### config.mk
export PLATFORM = sky130hd
export DESIGN_NAME = delimiter_search_gap_check_unit
export DESIGN_NICKNAME = d
export VERILOG_FILES = /design/src/rtl/core/dsgc_pkg.sv /design/src/rtl/core/dsgc_cell.sv /design/src/rtl/core/dsgc_out_buf.sv /design/src/rtl/core/delimiter_search_gap_check_unit.sv
export SDC_FILE = /design/constraint.sdc
export NUM_CORES = 1
export LEC_CHECK = 0
export BUFFER_PORTS_ARGS = -buffer_cell sky130_fd_sc_hd__buf_2
export CORE_AREA = 4 4 236 146
export DETAILED_ROUTE_END_ITERATION = 8
export DIE_AREA = 0 0 240 150
export PLACE_DENSITY = 0.88
export SYNTH_ARGS = -nofsm -noshare
export SYNTH_HDL_FRONTEND = slang
export SYNTH_SLANG_ARGS = --single-unit
### constraint.sdc
create_clock -name clk -period 18.35 [get_ports clk]
set_input_delay 5.505 -clock clk [delete_from_list [all_inputs] [get_ports clk]]
set_output_delay 5.505 -clock clk [all_outputs]
set_load 0.02 [all_outputs]
### src/rtl/core/dsgc_pkg.sv
// Shared types, constants and helpers for the delimiter search and gap check block.
// Used by dsgc_cell, dsgc_out_buf, delimiter_search_gap_check_unit and dsgc_checker.
package dsgc_pkg;

    localparam int PATTERN_MAX_DEF = 8;
    localparam int PAT_BYTES_W     = 64;
    localparam int PAT_LEN_W       = 4;
    localparam int GAP_W           = 32;
    localparam int POS_W           = 32;
    localparam int CFG_DATA_W      = 64;
    localparam int CFG_ADDR_W      = 5;
    localparam int IN_TDATA_W      = 8;
    localparam int OUT_TDATA_W     = 40;

    typedef enum logic [1:0] {
        REG_PATTERN_BYTES  = 2'd0,
        REG_PATTERN_LENGTH = 2'd1,
        REG_MAX_GAP        = 2'd2
    } cfg_reg_t;

    typedef struct packed {
        logic shift;
        logic clear;
    } cell_ctl_t;

    typedef struct packed {
        logic             scan_ok;
        logic             gap_exceeded;
        logic [POS_W-1:0] match_start;
        logic             matched;
    } result_t;

    localparam int RESULT_W = $bits(result_t);

    function automatic logic [7:0] pat_byte(input logic [PAT_BYTES_W-1:0] pattern,
                                            input logic [2:0] idx);
        pat_byte = pattern[{idx, 3'b000} +: 8];
    endfunction

endpackage

### src/rtl/core/dsgc_cell.sv
// One history cell: holds one past byte and compares it with its pattern byte.
// Depends on dsgc_pkg.
module dsgc_cell #(
    parameter int K = 0
) (
    input  logic                              clk,
    input  logic                              rst_n,
    input  dsgc_pkg::cell_ctl_t               ctl,
    input  logic [7:0]                        byte_in,
    input  logic [dsgc_pkg::PAT_BYTES_W-1:0]  pattern_bytes,
    input  logic [dsgc_pkg::PAT_LEN_W-1:0]    pattern_length,
    input  logic                              ok_in,
    output logic [7:0]                        byte_out,
    output logic                              ok_out
);
    import dsgc_pkg::*;

    localparam logic [PAT_LEN_W-1:0] KOFF = PAT_LEN_W'(K + 2);
    localparam logic [PAT_LEN_W:0]   KPOS = (PAT_LEN_W + 1)'(K + 1);

    logic [7:0]           hist_reg;
    logic [7:0]           hist_next;
    logic [PAT_LEN_W-1:0] sel;
    logic                 needed;

    always_comb
    begin
        hist_next = hist_reg;
        if (ctl.shift)
        begin
            hist_next = ctl.clear ? 8'd0 : byte_in;
        end
    end

    always_ff @(posedge clk or negedge rst_n)
    begin
        if (!rst_n)
        begin
            hist_reg <= 8'd0;
        end
        else
        begin
            hist_reg <= hist_next;
        end
    end

    assign sel      = pattern_length - KOFF;
    assign needed   = KPOS < {1'b0, pattern_length};
    assign ok_out   = ok_in && (!needed || (hist_reg == pat_byte(pattern_bytes, sel[2:0])));
    assign byte_out = hist_reg;

endmodule

### src/rtl/core/dsgc_out_buf.sv
// Output register with one skid entry for the result stream.
// Depends on dsgc_pkg for the result width.
module dsgc_out_buf #(
    parameter int WIDTH = dsgc_pkg::RESULT_W + 1
) (
    input  logic             clk,
    input  logic             rst_n,
    input  logic             push,
    input  logic [WIDTH-1:0] push_data,
    output logic             push_ready,
    output logic             out_valid,
    input  logic             out_ready,
    output logic [WIDTH-1:0] out_data
);
    import dsgc_pkg::*;

    logic             main_valid_reg;
    logic             main_valid_next;
    logic [WIDTH-1:0] main_data_reg;
    logic [WIDTH-1:0] main_data_next;
    logic             skid_valid_reg;
    logic             skid_valid_next;
    logic [WIDTH-1:0] skid_data_reg;
    logic [WIDTH-1:0] skid_data_next;

    always_comb
    begin
        main_valid_next = main_valid_reg;
        main_data_next  = main_data_reg;
        skid_valid_next = skid_valid_reg;
        skid_data_next  = skid_data_reg;
        if (!main_valid_reg || out_ready)
        begin
            if (skid_valid_reg)
            begin
                main_valid_next = 1'b1;
                main_data_next  = skid_data_reg;
                skid_valid_next = 1'b0;
            end
            else
            begin
                main_valid_next = push;
                main_data_next  = push_data;
            end
        end
        else if (push)
        begin
            skid_valid_next = 1'b1;
            skid_data_next  = push_data;
        end
    end

    always_ff @(posedge clk or negedge rst_n)
    begin
        if (!rst_n)
        begin
            main_valid_reg <= 1'b0;
            skid_valid_reg <= 1'b0;
        end
        else
        begin
            main_valid_reg <= main_valid_next;
            skid_valid_reg <= skid_valid_next;
        end
    end

    always_ff @(posedge clk)
    begin
        main_data_reg <= main_data_next;
        skid_data_reg <= skid_data_next;
    end

    assign push_ready = !skid_valid_reg;
    assign out_valid  = main_valid_reg;
    assign out_data   = main_data_reg;

endmodule

### src/rtl/core/delimiter_search_gap_check_unit.sv
// Top level of the delimiter search and gap check block.
// Depends on dsgc_pkg, dsgc_cell and dsgc_out_buf.
//
// Usage:
//   Bytes enter on the s_ stream, one per transfer; s_tlast marks the final
//   byte of a stream. A row of PATTERN_MAX-1 cells shifts the byte history
//   and compares every stored byte with its pattern byte in parallel, so a
//   byte is taken in every cycle while s_tready is high.
//   A transfer on m_ comes out for each byte on which a pattern occurrence
//   ends and for each last byte; m_tlast marks the end-of-scan result,
//   which carries the pass flag. Other bytes give no transfer.
//   Each result is registered before m_tvalid shows it. The block takes one
//   byte per cycle while s_tready is high, since the cell compare is combinational.
//   When the receiver stalls, one result waits in the output register and a
//   second in the skid entry; s_tready drops only when both are held.
//   Reset clears the configuration registers, the history cells, the
//   position and match state and both output entries. The scan state also
//   returns to its reset value after each last byte.
//   Registers sit on the APB port at byte addresses 0, 8 and 16:
//   pattern_bytes, pattern_length and max_gap. Write them only while idle.
module delimiter_search_gap_check_unit #(
    parameter int PATTERN_MAX = dsgc_pkg::PATTERN_MAX_DEF
) (
    input  logic                                clk,
    input  logic                                rst_n,
    input  logic                                psel,
    input  logic                                penable,
    input  logic                                pwrite,
    input  logic [dsgc_pkg::CFG_ADDR_W-1:0]     paddr,
    input  logic [dsgc_pkg::CFG_DATA_W-1:0]     pwdata,
    output logic [dsgc_pkg::CFG_DATA_W-1:0]     prdata,
    output logic                                pready,
    input  logic                                s_tvalid,
    output logic                                s_tready,
    input  logic [dsgc_pkg::IN_TDATA_W-1:0]     s_tdata,  // [7:0] data_byte
    input  logic                                s_tlast,  // last_byte
    output logic                                m_tvalid,
    input  logic                                m_tready,
    // [0] matched, [32:1] match_start, [33] gap_exceeded, [34] scan_ok, [39:35] zero
    output logic [dsgc_pkg::OUT_TDATA_W-1:0]    m_tdata,
    output logic                                m_tlast   // scan_done
);
    import dsgc_pkg::*;

    localparam int CELLS     = (PATTERN_MAX > 1) ? PATTERN_MAX - 1 : 1;
    localparam int PAT_LIMIT = (PATTERN_MAX < 8) ? PATTERN_MAX : 8;
    localparam logic [PAT_LEN_W-1:0] LEN_LIMIT = PAT_LEN_W'(PAT_LIMIT);

    logic [PAT_BYTES_W-1:0] pattern_bytes_reg;
    logic [PAT_LEN_W-1:0]   pattern_length_reg;
    logic [GAP_W-1:0]       max_gap_reg;
    cfg_reg_t               reg_sel;
    logic                   cfg_write;

    logic [POS_W-1:0] pos_reg;
    logic [POS_W-1:0] pos_next;
    logic [POS_W-1:0] prev_start_reg;
    logic [POS_W-1:0] prev_start_next;
    logic             any_seen_reg;
    logic             any_seen_next;
    logic             gap_failed_reg;
    logic             gap_failed_next;
    logic             sat_reg;
    logic             sat_next;

    logic             accept;
    logic             last;
    logic             sat_now;
    logic             len_ok;
    logic             pos_ok;
    logic             cur_ok;
    logic             hit;
    logic             gap;
    logic             scan_ok;
    logic [POS_W-1:0] len_m1;
    logic [POS_W-1:0] start;
    logic [POS_W-1:0] start_delta;
    logic [PAT_LEN_W-1:0] cur_sel;
    cell_ctl_t        ctl;
    result_t          res;
    logic             push;
    logic             push_ready;
    logic [RESULT_W:0] out_word;

    logic [7:0] byte_chain [0:CELLS];
    logic       ok_chain   [0:CELLS];

    // configuration port
    assign pready    = 1'b1;
    assign reg_sel   = cfg_reg_t'(paddr[4:3]);
    assign cfg_write = psel && penable && pwrite && pready;

    always_ff @(posedge clk or negedge rst_n)
    begin
        if (!rst_n)
        begin
            pattern_bytes_reg  <= '0;
            pattern_length_reg <= '0;
            max_gap_reg        <= '0;
        end
        else if (cfg_write)
        begin
            unique case (reg_sel)
                REG_PATTERN_BYTES:  pattern_bytes_reg  <= pwdata;
                REG_PATTERN_LENGTH: pattern_length_reg <= pwdata[PAT_LEN_W-1:0];
                REG_MAX_GAP:        max_gap_reg        <= pwdata[GAP_W-1:0];
                default:            ;
            endcase
        end
    end

    always_comb
    begin
        unique case (reg_sel)
            REG_PATTERN_BYTES:  prdata = pattern_bytes_reg;
            REG_PATTERN_LENGTH: prdata = {{(CFG_DATA_W-PAT_LEN_W){1'b0}}, pattern_length_reg};
            REG_MAX_GAP:        prdata = {{(CFG_DATA_W-GAP_W){1'b0}}, max_gap_reg};
            default:            prdata = '0;
        endcase
    end

    // history cells
    assign accept     = s_tvalid && s_tready;
    assign last       = s_tlast;
    assign ctl.shift  = accept;
    assign ctl.clear  = last;
    assign byte_chain[0] = s_tdata[7:0];
    assign ok_chain[0]   = 1'b1;

    for (genvar k = 0; k < CELLS; k++)
    begin : g_cell
        dsgc_cell #(
            .K(k)
        ) u_cell (
            .clk            (clk),
            .rst_n          (rst_n),
            .ctl            (ctl),
            .byte_in        (byte_chain[k]),
            .pattern_bytes  (pattern_bytes_reg),
            .pattern_length (pattern_length_reg),
            .ok_in          (ok_chain[k]),
            .byte_out       (byte_chain[k+1]),
            .ok_out         (ok_chain[k+1])
        );
    end

    // match and gap check
    assign sat_now = sat_reg || (pos_reg == '1);
    assign len_ok  = (pattern_length_reg != '0) && (pattern_length_reg <= LEN_LIMIT);
    assign len_m1  = {{(POS_W-PAT_LEN_W){1'b0}}, pattern_length_reg} - POS_W'(1);
    assign pos_ok  = pos_reg >= len_m1;
    assign cur_sel = pattern_length_reg - PAT_LEN_W'(1);
    assign cur_ok  = pat_byte(pattern_bytes_reg, cur_sel[2:0]) == s_tdata[7:0];
    assign hit     = !sat_now && len_ok && pos_ok && cur_ok && ok_chain[CELLS];
    assign start   = pos_reg - len_m1;
    assign start_delta = start - prev_start_reg;
    assign gap     = hit && any_seen_reg && (start_delta > max_gap_reg);
    assign scan_ok = last && (any_seen_reg || hit) && !(gap_failed_reg || gap) && !sat_now
                     && (pattern_length_reg != '0) && (max_gap_reg != '0);

    always_comb
    begin
        pos_next        = pos_reg;
        prev_start_next = prev_start_reg;
        any_seen_next   = any_seen_reg;
        gap_failed_next = gap_failed_reg;
        sat_next        = sat_reg;
        if (accept)
        begin
            if (last)
            begin
                pos_next        = '0;
                prev_start_next = '0;
                any_seen_next   = 1'b0;
                gap_failed_next = 1'b0;
                sat_next        = 1'b0;
            end
            else
            begin
                sat_next = sat_now;
                if (pos_reg != '1)
                begin
                    pos_next = pos_reg + POS_W'(1);
                end
                if (hit)
                begin
                    prev_start_next = start;
                    any_seen_next   = 1'b1;
                    gap_failed_next = gap_failed_reg || gap;
                end
            end
        end
    end

    always_ff @(posedge clk or negedge rst_n)
    begin
        if (!rst_n)
        begin
            pos_reg        <= '0;
            prev_start_reg <= '0;
            any_seen_reg   <= 1'b0;
            gap_failed_reg <= 1'b0;
            sat_reg        <= 1'b0;
        end
        else
        begin
            pos_reg        <= pos_next;
            prev_start_reg <= prev_start_next;
            any_seen_reg   <= any_seen_next;
            gap_failed_reg <= gap_failed_next;
            sat_reg        <= sat_next;
        end
    end

    // result stream
    assign res.matched      = hit;
    assign res.match_start  = hit ? start : '0;
    assign res.gap_exceeded = gap;
    assign res.scan_ok      = scan_ok;
    assign push             = accept && (hit || last);
    assign s_tready         = push_ready;

    dsgc_out_buf #(
        .WIDTH(RESULT_W + 1)
    ) u_out_buf (
        .clk        (clk),
        .rst_n      (rst_n),
        .push       (push),
        .push_data  ({last, res}),
        .push_ready (push_ready),
        .out_valid  (m_tvalid),
        .out_ready  (m_tready),
        .out_data   (out_word)
    );

    assign m_tlast = out_word[RESULT_W];
    assign m_tdata = {{(OUT_TDATA_W-RESULT_W){1'b0}}, out_word[RESULT_W-1:0]};

endmodule

# After elaboration in Yosys (flattened, before gate mapping)

Index checks and enable logic that the tools add are counted.

$add $sub $neg: 12
$mul: 0
Divide/modulo/power cells: 0
Order comparisons: 10
Eq/ne operators: 12
Shift operators: 8
Mux-type cells: 22
Bitwise logic cells: 1
Reduce and logical (&&, ||, !) cells: 57

Operators with widths:

| operator                | number |
|---|---|
| $shiftx A64 B7 Y8       | 8 |
| $pmux W64 S3            | 1 |
| $mux W32                | 5 |
| $eq A8 B8 Y1            | 8 |
| $sub A32 B32 Y32        | 2 |
| $mux W8                 | 7 |
| $mux W36                | 1 |
| $add A32 B1 Y32 const B | 1 |
| $eq A32 B32 Y1 const B  | 1 |
| $ge A32 B32 Y1          | 1 |
| $gt A32 B32 Y1          | 1 |
| $ne A32 B32 Y1 const B  | 1 |
| $reduce_bool A32 Y1     | 1 |
| $logic_and A1 B1 Y1     | 22 |
| $lt A3 B4 Y1 const A    | 4 |
| $logic_or A1 B1 Y1      | 12 |
| $reduce_and A2 Y1       | 6 |
| $sub A3 B3 Y3 const B   | 4 |
| $logic_not A1 Y1        | 11 |
| $lt A2 B4 Y1 const A    | 2 |
| $mux W1                 | 8 |
| $reduce_bool A2 Y1      | 3 |
| $sub A3 B1 Y3 const B   | 2 |
| $sub A3 B2 Y3 const B   | 2 |
| 8 further kinds         | 8 |

Register bits: 297
Bits in latches: 0
Memory bits (writable): 0
Bits in read-only memories: 0
Input port bits: 85
Output and inout bits: 108
Logic and storage cells: 141
Memories: 0

# Logic depth before layout (Yosys ltp)

Depth in word-level cells: 20
Gate-level depth with buffers: 41
Mapped depth without buffers: 36

# By module

A second synthesis with hierarchy kept.

Cells, all modules: 2,125
Area total of the unflattened synthesis: 22,340.2 um2

By module, submodules not included:

| module                           | times used | cells an instance | area each (um2) | sequential area each (um2) |
|---|---|---|---|---|
| delimiter_search_gap_check_unit  | 1          | 1,379             | 12,550.8        | 4,179.0 |
| dsgc_out_buf                     | 1          | 121               | 2,752.6         | 2,212.1 |
| dsgc_cell (g_cell[0].u_cell ...) | 2          | 93                | 983.4           | 200.2 |
| dsgc_cell (g_cell[3].u_cell)     | 1          | 87                | 1,034.7         | 200.2 |
| dsgc_cell (g_cell[5].u_cell)     | 1          | 85                | 1,029.7         | 200.2 |
| dsgc_cell (g_cell[1].u_cell)     | 1          | 82                | 1,011.0         | 200.2 |
| dsgc_cell (g_cell[2].u_cell)     | 1          | 89                | 1,001.0         | 200.2 |
| dsgc_cell (g_cell[6].u_cell)     | 1          | 96                | 993.5           | 200.2 |

# Worst setup path after synthesis

No wires, ideal clock.

Path kind: input to output
Start: input paddr[4] in the netlist's numbering
End: output prdata[10] in the netlist's numbering
Arrival time: 6,699 ps
Data required time: 12,845 ps
Slack: 6,146 ps
Cell stages on the path: 4
Path buffers: 2
Cell sequence: clkbuf_1 buf_1 mux2i_1 nor2_1

Cells in the longest elaborated chain, start to end: 2
Elaborated cells on any way between the ends: 4
Classes of those cells: 2 x eq/ne; 1 x mux; 1 x reduce/logical

Ends and longest elaborated chain:

| item                                       | RTL line                               | source |
|---|---|---|
| start, declared                            | delimiter_search_gap_check_unit.sv:29  | `input logic [dsgc_pkg::CFG_ADDR_W-1:0] paddr,` |
| $eq A2 B2 Y1, or another cell as far along | delimiter_search_gap_check_unit.sv:114 | `unique case (reg_sel)` |
| $pmux W64 S3 *                             | delimiter_search_gap_check_unit.sv:114 |  |
| end, declared                              | delimiter_search_gap_check_unit.sv:31  | `output logic [dsgc_pkg::CFG_DATA_W-1:0] prdata,` |

Every way passes the cells marked *; elsewhere a longest branch is shown, timed or not.

# Final worst setup path

Start: input paddr[4] in the netlist's numbering
End: output prdata[32] in the netlist's numbering

Same word-level chain as after synthesis.

==> flow_metrics.py <==
metrics = {
    "setup_path": {
        "reg2reg_from": "pattern_length_reg[2]$_DFFE_PN0P_",
        "critPathSlowestCell": "nor2_2",
        "arrival_ps": 7170,
        "endpoint": "prdata[32]",
        "startpoint_type": "input port",
        "cpMostUsedCell": "buf_2",
        "end_kind": "primary output",
        "r2r-end": "u_out_buf.out_data[34]$_DFFE_PN_",
        "cp.required_ps": 12840,
        "path_class": "in -> out",
        "rrSetupSlack_ps": 7890,
        "path_cells": "buf_2 -> buf_4 -> nor2_2 -> and2_1 -> buf_2",
        "r2r_cells": 31,
        "critPathLaunch": "paddr[4]",
        "cpPeakStageDelay_ps": 810,
        "cp_max_fo": 37,
    },
    "sta": {
        "slew_viol_final": 0,
        "fmax_mhz": 78.9,
        "report.final.hold_viol_count": 0,
        "fin_crit_ps": 12680,
        "tightest_slew_ps": 1160,
        "slew-limit-headroom_pct": 22.4,
        "layout_setup_ws_ps": 5670,
        "setup_viol": 0,
        "fin_setup_tns_ps": 0,
        "finalCritPeriodShare_pct": 69.1,
        "rsz0062_at_grt": "no",
        "skew_ps": 15.7,
    },
    "logic_synthesis": {
        "synth_top_flop_cell": "dfrtp_1",
        "ys_ff_latch": 297,
        "synth_cells": 1984,
        "synth_fa_ha_area_share_pct": 6.48,
        "syn_area_per_cell_um2": 10.1,
        "ys_warn_count": 0,
        "synth_edf_count": 72,
        "synthMuxAreaShare_pct": 16.2,
        "synth.yosys.seq_area_share_pct": 38.7,
        "synth_top_family_by_area": "multiplexers",
        "netlist_area_mm2": 0.0201,
        "synthArstFlopShare_pct": 75.8,
        "yosys.area_share.simple_pct": 13.1,
        "synthXorXnorAreaFrac_pct": 7.57,
        "synth.distinct_cells": 75,
        "synth-compound-area-share_pct": 13.3,
    },
    "place": {
        "place_congestion": 1.06,
        "portBuffers": 183,
        "dpl_worst_slack_ps": 5400,
        "place_hpwl_um": 47600,
    },
    "cts": {
        "clock_latency_ps": 590,
        "clkSinkCount": 297,
        "path_clk_slew_ps": 70,
        "ctsHoldBuffers": 0,
        "cts_tree": "built",
        "cts_setup_buffers": 0,
        "cts-root-buf": "clkbuf_16",
        "cts_resized": 0,
        "cts_buffer_depth": 3,
        "h-tree-depth": 1,
        "cts_buffers": 29,
    },
    "pwr": {
        "vdd_drop_max_v": 0.0000914,
        "cellPowerDensity_mw_per_mm2": 132,
        "leakage_nw": 9.77,
    },
    "grt": {
        "globalRouteTotalUtil_pct": 35.3,
        "grt_max_degree": 115,
        "overflow": 0,
        "grt_pass1_vias": 16300,
        "antenna_found_initial": 2,
        "grt_pass1_wl_um": 97500,
    },
    "finish": {
        "area_delta_synth_final_pct": 10.6,
        "drive_gt1_share_pct": 20.7,
        "largest_reg_flops": 64,
        "nets": 2308,
    },
    "min_path": {
        "hp-class": "reg -> reg",
    },
    "die": {
        "dieArea_mm2": 0.0360,
        "coreArea_mm2": 0.0322,
        "initial_core_util_pct": 62.6,
        "dieWidth_um": 240,
        "die_y_um": 150,
        "pin_count": 193,
        "num_rows": 51,
    },
    "flow_run": {
        "max_cap_violations": 0,
    },
    "route": {
        "drtPass1Iterations": 5,
        "postRouteWirelength_um": 63600,
        "wl_per_cell_um": 24.7,
        "ant_nets": 0,
        "via_per_inst": 6.62,
        "drcViolationCount": 0,
        "drtIter0Drc": 2390,
        "vias": 17000,
    },
    "run_status": {
        "outcome": "complete, no violations",
    },
}
==> report_power, final <==
part	internal [W]	switching, W	total, W
Sequential	0.000750	0.000131	0.000881
Clock	0.000335	0.000284	0.000619
Combinational	0.000595	0.000834	0.00143
==> logic make-up (layout without fill, tap and decap cells) <==
logic type	count (synthesis)	count (layout)
and+or+nand+nor	572	572
AOI/OAI and AO/OA	396	396
DFF	297	297
buffers and inverters	221	376
muxes	220	220
xor gates and xnor gates	173	173
adders and majority gates	103	103
other	2	8
==> metal layers <==
| layer | vias to the layer above | global-route usage [%] | part of all wire (%) |
|---|---|---|---|
| li1 | 7372 | - | - |
| met1 | 8309 | 50.9 | 40 |
| met2 | 1116 | 49.7 | 41 |
| met3 | 205 | 14.7 | 15 |
| met4 | 4 | 8.04 | 3.3 |
| met5 | - | 2.07 | 0.21 |
==> worst min path at each step <==
stage | start | endpoint | slack, ps | depth (start not counted)
floorplan | gap_failed_reg$_DFFE_PN0P_ | gap_failed_reg$_DFFE_PN0P_ | 470 | 2
global placement | prev_start_reg[24]$_DFFE_PN0P_ | prev_start_reg[24]$_DFFE_PN0P_ | 490 | 2
detailed placement | prev_start_reg[22]$_DFFE_PN0P_ | prev_start_reg[22]$_DFFE_PN0P_ | 490 | 2
CTS | g_cell[6].u_cell.byte_out[7]$_DFFE_PN0P_ | g_cell[6].u_cell.byte_out[7]$_DFFE_PN0P_ | 510 | 2
global route | g_cell[6].u_cell.byte_out[7]$_DFFE_PN0P_ | g_cell[6].u_cell.byte_out[7]$_DFFE_PN0P_ | 540 | 2
finish | g_cell[6].u_cell.byte_out[7]$_DFFE_PN0P_ | g_cell[6].u_cell.byte_out[7]$_DFFE_PN0P_ | 510 | 2
==> critical path, delay by kind of cell <==
kind	cells	cell delay, ps
buffers and inverters	3	590
and+or+nand+nor	2	1060
==> synthesized netlist by cell type, types with 9 or more instances <==
library cell | number | area [um2]
buf_2 | 12 | 60.1
o31ai_1 | 20 | 150
nand2_1 | 231 | 867
xor2_1 | 67 | 587
nand4_1 | 44 | 275
o32ai_2 | 9 | 146
ha_1 | 101 | 1260
o22ai_1 | 12 | 75.1
mux2_2 | 69 | 777
nand3_1 | 19 | 95.1
buf_4 | 11 | 82.6
buf_1 | 13 | 48.8
edfxtp_1 | 72 | 2160
and2_1 | 36 | 225
o21bai_1 | 10 | 75.1
nor2_1 | 138 | 518
mux4_2 | 77 | 1730
and3_1 | 14 | 87.6
a21oi_1 | 66 | 330
mux2i_1 | 74 | 741
nor3_1 | 19 | 95.1
clkbuf_1 | 59 | 221
dfrtp_1 | 225 | 5630
xnor2_1 | 105 | 920
nor2b_1 | 17 | 106
a21o_1 | 52 | 390
inv_1 | 114 | 428
o21ai_0 | 143 | 716
nor4_1 | 15 | 93.8
o31ai_2 | 14 | 175
nand2b_1 | 14 | 87.6
or3_1 | 13 | 81.3
==> final cells by class <==
cell class                      count  area (um2)
Tap cell                          424         531
Multi-Input combinational cell   1470       11400
Clock buffer                       38         822
Fill cell                        2372        9900
Timing Repair Buffer              203        1080
Sequential cell                   297        7800
Clock inverter                     16         144
Antenna cell                        2        5.00
Inverter                          119         452
==> per-stage QoR <==
stage	cells	power, W	cell area [um2]	hold WS [ps]	util (%)
final	2569	0.00293	22300	507	69.2
after global routing	2568	0.00306	22300	542	69.2
after CTS	2567	0.00287	22300	507	69.2
after detailed placement	2513	0.00224	21300	491	66.2
after global placement	2513	0.00218	21300	487	66.2
after floorplan	1988	0.00183	20100	468	-
==> placed cells by master (no fill, tap or decap), types with 66 or more instances in the layout <==
| cell type | count |
|---|---|
| nand2_1 | 230 |
| dfrtp_1 | 223 |
| buf_2 | 182 |
| o21ai_0 | 143 |
| nor2_1 | 136 |
| inv_1 | 114 |
| xnor2_1 | 105 |
| ha_1 | 101 |
| mux4_2 | 77 |
| mux2i_1 | 74 |
| edfxtp_1 | 72 |
| mux2_2 | 69 |
| xor2_1 | 67 |
| a21oi_1 | 66 |
Note: power is estimated with default switching activity, not from simulation.
